`src/design/csf_pkg.sv`:
```
package csf_pkg;

  // sizing of the block
  localparam int unsigned PATTERN_MAX = 63;
  localparam int unsigned MAX_MATCHES = 256;
  localparam int unsigned MAX_STRINGS = 65536;

  localparam int unsigned LEN_W  = $clog2(PATTERN_MAX + 1);
  localparam int unsigned PIDX_W = (PATTERN_MAX > 1) ? $clog2(PATTERN_MAX) : 1;
  localparam int unsigned IDX_W  = $clog2(MAX_STRINGS + 1);
  localparam int unsigned CNT_W  = $clog2(MAX_MATCHES + 1);

  // fixed field widths
  localparam int unsigned CHAR_W  = 8;
  localparam int unsigned SIDX_W  = 16;
  localparam int unsigned MNUM_W  = 8;
  localparam int unsigned OUT_W   = SIDX_W + MNUM_W;

  localparam logic [CHAR_W-1:0] UPPER_FIRST = 8'h41;  // 'A'
  localparam logic [CHAR_W-1:0] UPPER_LAST  = 8'h5A;  // 'Z'
  localparam logic [CHAR_W-1:0] CASE_OFFSET = 8'd32;

  typedef enum logic [1:0] {
    CMD_NEW    = 2'd0,
    CMD_APPEND = 2'd1,
    CMD_BYTE   = 2'd2,
    CMD_EMPTY  = 2'd3
  } cmd_e;

  // one classified word as it waits between front and back
  typedef struct packed {
    cmd_e              cmd;
    logic [CHAR_W-1:0] ch;    // already case folded
    logic              last;  // only set for a closing string byte
  } item_t;

  // head of the queue as the back end sees it
  typedef struct packed {
    logic  valid;
    item_t item;
  } head_t;

  function automatic logic [CHAR_W-1:0] fold_byte(input logic [CHAR_W-1:0] c);
    logic [CHAR_W-1:0] r;
    r = c;
    if (c >= UPPER_FIRST && c <= UPPER_LAST) r = c + CASE_OFFSET;
    return r;
  endfunction

endpackage

```
`src/design/csf_front.sv`:
```
module csf_front (
  input  logic [1:0]                s_tuser_i,
  input  logic [csf_pkg::CHAR_W-1:0] s_tdata_i,
  input  logic                      s_tlast_i,
  output csf_pkg::item_t            item_o
);
  import csf_pkg::*;

  cmd_e cmd;

  always_comb begin
    cmd = cmd_e'(s_tuser_i);
    item_o.cmd  = cmd;
    item_o.ch   = fold_byte(s_tdata_i);
    // the last flag only means something on a string byte
    item_o.last = (cmd == CMD_BYTE) && s_tlast_i;
  end

endmodule

```
`src/design/csf_queue.sv`:
```
module csf_queue (
  input  logic           clk_i,
  input  logic           rst_ni,
  input  logic           push_i,
  input  csf_pkg::item_t item_i,
  output logic           ready_o,
  input  logic           pop_i,
  output csf_pkg::head_t head_o
);
  import csf_pkg::*;

  item_t      mem_q [2];
  logic       wr_ptr_q, wr_ptr_d;
  logic       rd_ptr_q, rd_ptr_d;
  logic [1:0] cnt_q, cnt_d;
  logic       do_push, do_pop;

  assign ready_o      = (cnt_q != 2'd2);
  assign do_push      = push_i && ready_o;
  assign do_pop       = pop_i && (cnt_q != 2'd0);
  assign head_o.valid = (cnt_q != 2'd0);
  assign head_o.item  = mem_q[rd_ptr_q];

  always_comb begin
    wr_ptr_d = wr_ptr_q ^ do_push;
    rd_ptr_d = rd_ptr_q ^ do_pop;
    cnt_d    = cnt_q + {1'b0, do_push} - {1'b0, do_pop};
  end

  always_ff @(posedge clk_i or negedge rst_ni) begin
    if (!rst_ni) begin
      wr_ptr_q <= 1'b0;
      rd_ptr_q <= 1'b0;
      cnt_q    <= 2'd0;
    end else begin
      wr_ptr_q <= wr_ptr_d;
      rd_ptr_q <= rd_ptr_d;
      cnt_q    <= cnt_d;
    end
  end

  always_ff @(posedge clk_i) begin
    if (do_push) mem_q[wr_ptr_q] <= item_i;
  end

endmodule

```
`src/design/csf_back.sv`:
```
module csf_back (
  input  logic                      clk_i,
  input  logic                      rst_ni,
  input  csf_pkg::head_t            head_i,
  output logic                      pop_o,
  output logic                      m_tvalid_o,
  input  logic                      m_tready_i,
  output logic [csf_pkg::OUT_W-1:0] m_tdata_o
);
  import csf_pkg::*;

  logic [CHAR_W-1:0]      pat_q [PATTERN_MAX];
  logic [LEN_W-1:0]       len_q, len_d;
  logic [PATTERN_MAX-1:0] vec_q, vec_d;
  logic                   found_q, found_d;
  logic [IDX_W-1:0]       idx_q, idx_d;
  logic [CNT_W-1:0]       cnt_q, cnt_d;
  logic                   out_valid_q, out_valid_d;
  logic [SIDX_W-1:0]      out_idx_q;
  logic [MNUM_W-1:0]      out_num_q;

  logic [PATTERN_MAX-1:0] eq;
  logic [PATTERN_MAX-1:0] vec_step;
  logic [PIDX_W-1:0]      tail_pos;
  logic                   byte_found;
  logic                   closing, close_match, emit;
  logic                   pat_we;
  item_t                  it;

  assign it    = head_i.item;
  assign pop_o = head_i.valid && (!out_valid_q || m_tready_i);

  // every pattern position compares against the byte in parallel
  always_comb begin
    for (int i = 0; i < PATTERN_MAX; i++) begin
      eq[i] = (pat_q[i] == it.ch) && (LEN_W'(i) < len_q);
    end
  end

  assign vec_step   = ((vec_q << 1) | PATTERN_MAX'(1)) & eq;
  assign tail_pos   = PIDX_W'(len_q - LEN_W'(1));
  assign byte_found = found_q || (len_q == '0) || vec_step[tail_pos];

  always_comb begin
    len_d       = len_q;
    vec_d       = vec_q;
    found_d     = found_q;
    idx_d       = idx_q;
    cnt_d       = cnt_q;
    closing     = 1'b0;
    close_match = 1'b0;
    pat_we      = 1'b0;
    emit        = 1'b0;
    if (pop_o) begin
      case (it.cmd)
        CMD_NEW: begin
          len_d   = '0;
          vec_d   = '0;
          found_d = 1'b0;
          idx_d   = '0;
          cnt_d   = '0;
        end
        CMD_APPEND: begin
          if (len_q < LEN_W'(PATTERN_MAX)) begin
            pat_we = 1'b1;
            len_d  = len_q + LEN_W'(1);
          end
        end
        CMD_BYTE: begin
          vec_d       = vec_step;
          found_d     = byte_found;
          closing     = it.last;
          close_match = byte_found;
        end
        CMD_EMPTY: begin
          closing     = 1'b1;
          close_match = (len_q == '0);
        end
        default: ;
      endcase
      if (closing) begin
        emit = close_match && (cnt_q < CNT_W'(MAX_MATCHES))
            && (idx_q < IDX_W'(MAX_STRINGS));
        if (emit) cnt_d = cnt_q + CNT_W'(1);
        if (idx_q < IDX_W'(MAX_STRINGS)) idx_d = idx_q + IDX_W'(1);
        vec_d   = '0;
        found_d = 1'b0;
      end
    end
    if (emit)            out_valid_d = 1'b1;
    else if (m_tready_i) out_valid_d = 1'b0;
    else                 out_valid_d = out_valid_q;
  end

  always_ff @(posedge clk_i or negedge rst_ni) begin
    if (!rst_ni) begin
      len_q       <= '0;
      vec_q       <= '0;
      found_q     <= 1'b0;
      idx_q       <= '0;
      cnt_q       <= '0;
      out_valid_q <= 1'b0;
    end else begin
      len_q       <= len_d;
      vec_q       <= vec_d;
      found_q     <= found_d;
      idx_q       <= idx_d;
      cnt_q       <= cnt_d;
      out_valid_q <= out_valid_d;
    end
  end

  // pattern bytes and result payload carry no reset
  always_ff @(posedge clk_i) begin
    if (pat_we) pat_q[len_q[PIDX_W-1:0]] <= it.ch;
    if (emit) begin
      out_idx_q <= SIDX_W'(idx_q);
      out_num_q <= MNUM_W'(cnt_q);
    end
  end

  assign m_tvalid_o = out_valid_q;
  assign m_tdata_o  = {out_num_q, out_idx_q};

endmodule

```
`src/design/caseless_substring_filter_unit.sv`:
```
// caseless substring filter
// input stream: one word per command. s_tuser_i carries the command (new search,
// append pattern byte, string byte, empty string), s_tdata_i the byte and
// s_tlast_i closes a string on a string byte. a word is taken when s_tvalid_i
// and s_tready_o are both high.
// output stream: one word for each closed string that contains the pattern,
// ignoring ascii letter case; m_tdata_o holds the string index since the last
// new search and the ordinal of the match. only the first 256 matches and the
// first 65536 strings are reported.
// throughput: one word per cycle while the result register is not stalled, set by
// the shift-and update that compares the byte against all pattern positions in parallel.
// output path: the closing word is written into the queue, then the back end takes
// it and sets the output register, which drives m_tvalid_o.
// reset: the pattern is empty and the string and match counters are zero.
// stall: while m_tready_i is low the result holds, the back end stops and the
// queue fills; s_tready_o drops once the queue holds two words.
module caseless_substring_filter_unit (
  input  logic        clk_i,
  input  logic        rst_ni,
  input  logic        s_tvalid_i,
  output logic        s_tready_o,
  input  logic [7:0]  s_tdata_i,   // char_in[7:0]
  input  logic [1:0]  s_tuser_i,   // command[1:0]
  input  logic        s_tlast_i,   // last_of_string
  output logic        m_tvalid_o,
  input  logic        m_tready_i,
  output logic [23:0] m_tdata_o    // string_index[15:0], match_number[23:16]
);
  import csf_pkg::*;

  item_t front_item;
  head_t q_head;
  logic  q_ready;
  logic  q_pop;

  // front: decode the command and fold the byte
  csf_front u_front (
    .s_tuser_i (s_tuser_i),
    .s_tdata_i (s_tdata_i),
    .s_tlast_i (s_tlast_i),
    .item_o    (front_item)
  );

  // two-word queue decouples the input side from the result side
  csf_queue u_queue (
    .clk_i   (clk_i),
    .rst_ni  (rst_ni),
    .push_i  (s_tvalid_i),
    .item_i  (front_item),
    .ready_o (q_ready),
    .pop_i   (q_pop),
    .head_o  (q_head)
  );

  assign s_tready_o = q_ready;

  // back: pattern store, shift-and vector, counters and result register
  csf_back u_back (
    .clk_i      (clk_i),
    .rst_ni     (rst_ni),
    .head_i     (q_head),
    .pop_o      (q_pop),
    .m_tvalid_o (m_tvalid_o),
    .m_tready_i (m_tready_i),
    .m_tdata_o  (m_tdata_o)
  );

  // back end only pulls a word that is there
  a_pop_needs_word: assert property (@(posedge clk_i) disable iff (!rst_ni)
    q_pop |-> q_head.valid)
    else $error("pop from empty queue");

  // a full queue must have a word to offer
  a_full_not_empty: assert property (@(posedge clk_i) disable iff (!rst_ni)
    !s_tready_o |-> q_head.valid)
    else $error("queue blocks input while empty");

  // a taken word is visible to the back end next cycle
  a_accept_lands: assert property (@(posedge clk_i) disable iff (!rst_ni)
    (s_tvalid_i && s_tready_o) |=> q_head.valid)
    else $error("accepted word lost");

endmodule

```
`config.mk`:
```
export PLATFORM = sky130hd
export DESIGN_NAME = caseless_substring_filter_unit
export DESIGN_NICKNAME = d
export VERILOG_FILES = /design/src/design/csf_pkg.sv /design/src/design/csf_front.sv /design/src/design/csf_queue.sv /design/src/design/csf_back.sv /design/src/design/caseless_substring_filter_unit.sv
export SDC_FILE = /design/constraint.sdc
export NUM_CORES = 1
export LEC_CHECK = 0
export ABC_AREA = 1
export BUFFER_PORTS_ARGS = -buffer_cell sky130_fd_sc_hd__buf_2
export CAP_MARGIN = 15
export CORE_MARGIN = 2
export CORE_UTILIZATION = 55
export CTS_BUF_LIST = sky130_fd_sc_hd__clkbuf_2
export DETAILED_ROUTE_END_ITERATION = 8
export MAX_ROUTING_LAYER = met4
export PLACE_DENSITY = 0.67
export SETUP_SLACK_MARGIN = 0.1
export SKIP_CTS_REPAIR_TIMING = 1
export SLEW_MARGIN = 5
export SYNTH_ARGS = -nofsm -noshare
export SYNTH_HDL_FRONTEND = slang
export SYNTH_SLANG_ARGS = --single-unit
export TNS_END_PERCENT = 10
```
`constraint.sdc`:
```
create_clock -name clk_i -period 5 [get_ports clk_i]
set_clock_uncertainty 0.2 [all_clocks]
set_input_delay 0.5 -clock clk_i [delete_from_list [all_inputs] [get_ports clk_i]]
set_output_delay 0.5 -clock clk_i [all_outputs]
set_load 0.02 [all_outputs]
```
==> results by group <==
Clock tree
  – Clock-pin slew on the worst setup and hold paths: 110 ps
  – CTS HTree Levels: 4
  – Deepest clock path buffer count: 3
  – # clock sinks: 650
  – Cts bufs inserted: 168
  – Skew-Pair Late Insertion Delay: 1450 ps
  – Clock tree from TritonCTS: done
  – Clock Tree Root: clkbuf_2

Critical path
  – Worst setup EP type: register
  – Slowest-stage cell, CP: dfrtp_1
  – CP max stage delay: 700 ps
  – Startpoint class of the critical path: register
  – Classification of the worst setup path: register to register
  – Worst-path maximum fanout: 26
  – Worst path most repeated cell: nand2_1
  – Critical Path AT: 5280 ps
  – Cells along the critical path: clkinv_1 -> nor2_1 -> nand2_1 -> nand2_1 -> nor2_1 -> nand2_1 -> nor2_1 -> nand2_1 -> nand2_1 -> nand3_1 -> nand2_1 -> nand3_1 -> nand3_1 -> nand3_1 -> nand2_1 -> nand2_2 -> nand2_4 -> nand4_4 -> clkinv_2
  – Data required time of the critical path: 5820 ps

Timing
  – RSZ-0062 raised after global routing: no
  – Transition time of the tightest slew-check pin: 1134 ps
  – Headroom to the max-slew limit: 0.2383
  – Final Hold Fails: 4
  – Post-layout minimum cycle time: 4457 ps
  – Achievable frequency: 224.3 MHz
  – Max-slew violation count: 0
  – Setup-violating endpoint count in the final report: 0
  – Crit share post-route: 0.8915
  – Final-layout setup total negative slack: 0 ps
  – Final setup margin: 542.5 ps
  – Post-route worst hold slack: -18.75 ps

Floorplanning
  – I/O Pins: 41
  – Die Ht: 242.9 um
  – Number of cell rows: 87
  – Horizontal extent of the die: 242.9 um
  – Starting density of the core: 0.5565
  – Die area: 58980 um2
  – Placeable core region: 56390 um2

Detailed routing
  – Number of search-and-repair iterations in the first detailed-routing pass: 6
  – Total DRC errors in the routed layout: 0
  – Count of nets left with antenna violations after detail routing: 0
  – Count of routing violations after the opening detailed-route iteration: 2684
  – Total Wirelength: 91.15 mm
  – Per-cell routed wire length: 20.46 um
  – Detailed-route vias per instance: 5.541
  – Vias post-DR: 24690

Run status
  – Violated checks: hold timing
  – Result of the run: finished with violations

Placed design
  – Pre-CTS worst setup slack: 691.2 ps
  – Half-perimeter wire length of the detailed placement result: 56.66 mm
  – Area after DPL: 32730 um2
  – Port Buf Inserts: 40
  – RD Place Congestion: 1.012
  – Cell count after placement: 4113

Yosys
  – Total of flip-flops plus latches after synthesis: 650
  – Cell count after synthesis: 3356
  – Mean cell area of the mapped netlist: 9.350 um2
  – Register area share after synthesis: 0.6061
  – Syn_nets: 3382
  – Netlist Area Pre-Place: 31380 um2
  – Post-synth EDFFs: 550
  – Main flop type after synthesis: edfxtp_1
  – Warnings, synthesis: 0
  – Async set-or-reset flop fraction in the synthesized netlist: 0.1538
  – Distinct cells, synth: 47

Global route
  – Initial antenna violation count: 3
  – Met3 Use GR: 0.06590
  – Met2 demand-to-capacity share in global routing: 0.4818
  – Vias in the first global route: 24160
  – Global-route layer with the greatest usage: met2
  – Maximum number of pins on one net before global-route repair: 63
  – Met1 track utilization from global routing: 0.4195
  – Overflow left after global routing: 0
  – Wire length of the first global-routing pass: 139.7 mm
  – Total global routing track utilization: 0.3224

Final layout
  – Number of nets in the layout: 3582
  – Post-synthesis to final-layout area growth: 10.42%
  – Number of standard cells in the final layout excluding fillers: 4456
  – Total of fill cells in the finished design: 4764
  – Final Util: 0.6145
  – Share of layout cells above drive strength 1: 0.1250
  – Post-layout instance area: 34650 um2

Power
  – Net switching power: 8.456 mW
  – Leakage power: 14.70 nW
  – Switching Fraction: 0.4459
  – Design internal power: 10.51 mW
  – Clock power frac: 0.201
  – Power density over the cells: 547.3 nW/um2
  – Worst supply voltage drop on vdd: 0.4555 mV
  – Register share of total power: 0.367
  – Gate power share: 0.432

Worst hold path
  – Type of the tightest min-delay check: primary input to register

Job
  – Max-capacitance violation count: 0
## final timing paths
kind	cells past startpoint	from	endpoint	slack (ps)
min	6	s_tdata_i[2]	u_queue.mem_q[0][6]$_DFFE_PP_	-20
min reg2reg	0	u_back.idx_q[3]$_DFFE_PN0P_	u_back.out_idx_q[3]$_DFFE_PP_	280
max in group asynchronous	4	rst_ni	u_back.vec_q[18]$_DFFE_PN0P_	3690
max reg2reg	19	u_back.len_q[3]$_DFFE_PN0P_	u_back.out_num_q[7]$_DFFE_PP_	540
min in group asynchronous	4	rst_ni	u_back.vec_q[4]$_DFFE_PN0P_	60
max	19	u_back.len_q[3]$_DFFE_PN0P_	u_back.out_num_q[7]$_DFFE_PP_	540
## flip-flops by register name, summed over array words and instances (netlist names)
| register | count |
|---|---|
| u_back.out_num_q | 8 |
| u_queue.cnt_q | 2 |
| u_queue.rd_ptr_q | 1 |
| u_back.found_q | 1 |
| u_back.out_idx_q | 16 |
| u_back.len_q | 6 |
| u_queue.mem_q | 22 |
| u_back.idx_q | 17 |
| u_back.vec_q | 62 |
| u_back.m_tvalid_o | 1 |
| u_back.pat_q | 504 |
| u_back.cnt_q | 9 |
| u_queue.wr_ptr_q | 1 |
## synth_stat cells (9+ instances only)
master    count  share of area
nand2_1    1078           0.13
edfxtp_1    550           0.53
nor2_1      380          0.045
inv_1       375          0.045
nand3_1     208          0.033
o21ai_0     134          0.021
dfrtp_1     100          0.080
xnor2_1      80          0.022
xor2_1       70          0.020
buf_2        42         0.0067
nor3_1       42         0.0067
nand4_1      36         0.0072
buf_4        33         0.0079
a21oi_1      30         0.0048
clkbuf_1     25         0.0030
o31ai_1      19         0.0045
nand2_2      17         0.0034
or2_2        17         0.0034
buf_6        16         0.0057
o22ai_1      16         0.0032
o21ai_1      14         0.0022
ha_1         11         0.0044
nand3b_1      9         0.0022
o211ai_1      9         0.0022
## routing by layer
| metal | vias up | routed length, um |
|---|---|---|
| met1 | 11620 | 36510 |
| li1 | 11420 | - |
| met4 | 0 | 4315 |
| met5 | - | 0 |
| met2 | 1345 | 40940 |
| met3 | 302 | 9390 |
## critical path, delay by kind of cell (launching register included)
kind,cells,cell delay (ps)
simple gates,17,2330
buf+inv,2,770
flops,1,700
## per-stage QoR
stage	hold WS (ps)	power, mW
after global placement	238.5	14.94
after floorplan	4.409	11.95
after CTS	-1137	18.84
after detailed placement	239.9	15.07
final	-18.75	18.96
after global routing	5.785	19.94
## final cells by class
class / count / area [um2] / share of cell area
antenna: 5 / 12.51 / 0.0003611
clock buffer: 269 / 1346 / 0.03885
tap: 756 / 945.9 / 0.02730
sequential: 650 / 19020 / 0.5489
multi-input combinational: 2204 / 10240 / 0.2955
inverter: 384 / 1443 / 0.04163
timing repair buffer: 148 / 1391 / 0.04015
clock inverter: 40 / 254.0 / 0.007330
## cell families after synthesis
| logic type | share of synthesized area |
|---|---|
| and+or+nand+nor | 0.2340 |
| DFF | 0.6061 |
| buffers and inverters | 0.06958 |
| AOI/OAI and AO/OA | 0.04374 |
| xor gates and xnor gates | 0.04187 |
| adders and majority gates | 0.004386 |
| muxes | 0.0003190 |
## power by group through the flow
| stage | Combinational, mW | Sequential (mW) | Clock, mW |
|---|---|---|---|
| CTS | 8.02 | 6.96 | 3.86 |
| detailed placement | 8.00 | 7.08 | 0 |
| finish | 8.19 | 6.97 | 3.81 |
| global placement | 7.87 | 7.07 | 0 |
| global route | 8.81 | 6.99 | 4.14 |
| floorplan | 4.85 | 7.10 | 0 |
## cell usage in the layout, fill, tap and decap left out, drive strengths merged, types with 7 or more instances in the layout
master	count
a21oi	31
buf	120
clkbuf	269
clkinv	35
clkinvlp	7
dfrtp	100
dlygate4sd3	28
edfxtp	550
ha	11
inv	380
nand2	1099
nand3	208
nand3b	9
nand4	37
nor2	381
nor3	43
o211ai	9
o21ai	148
o22ai	16
o31ai	19
or2	17
xnor2	80
xor2	70
Note: power is estimated with default switching activity, not from simulation.
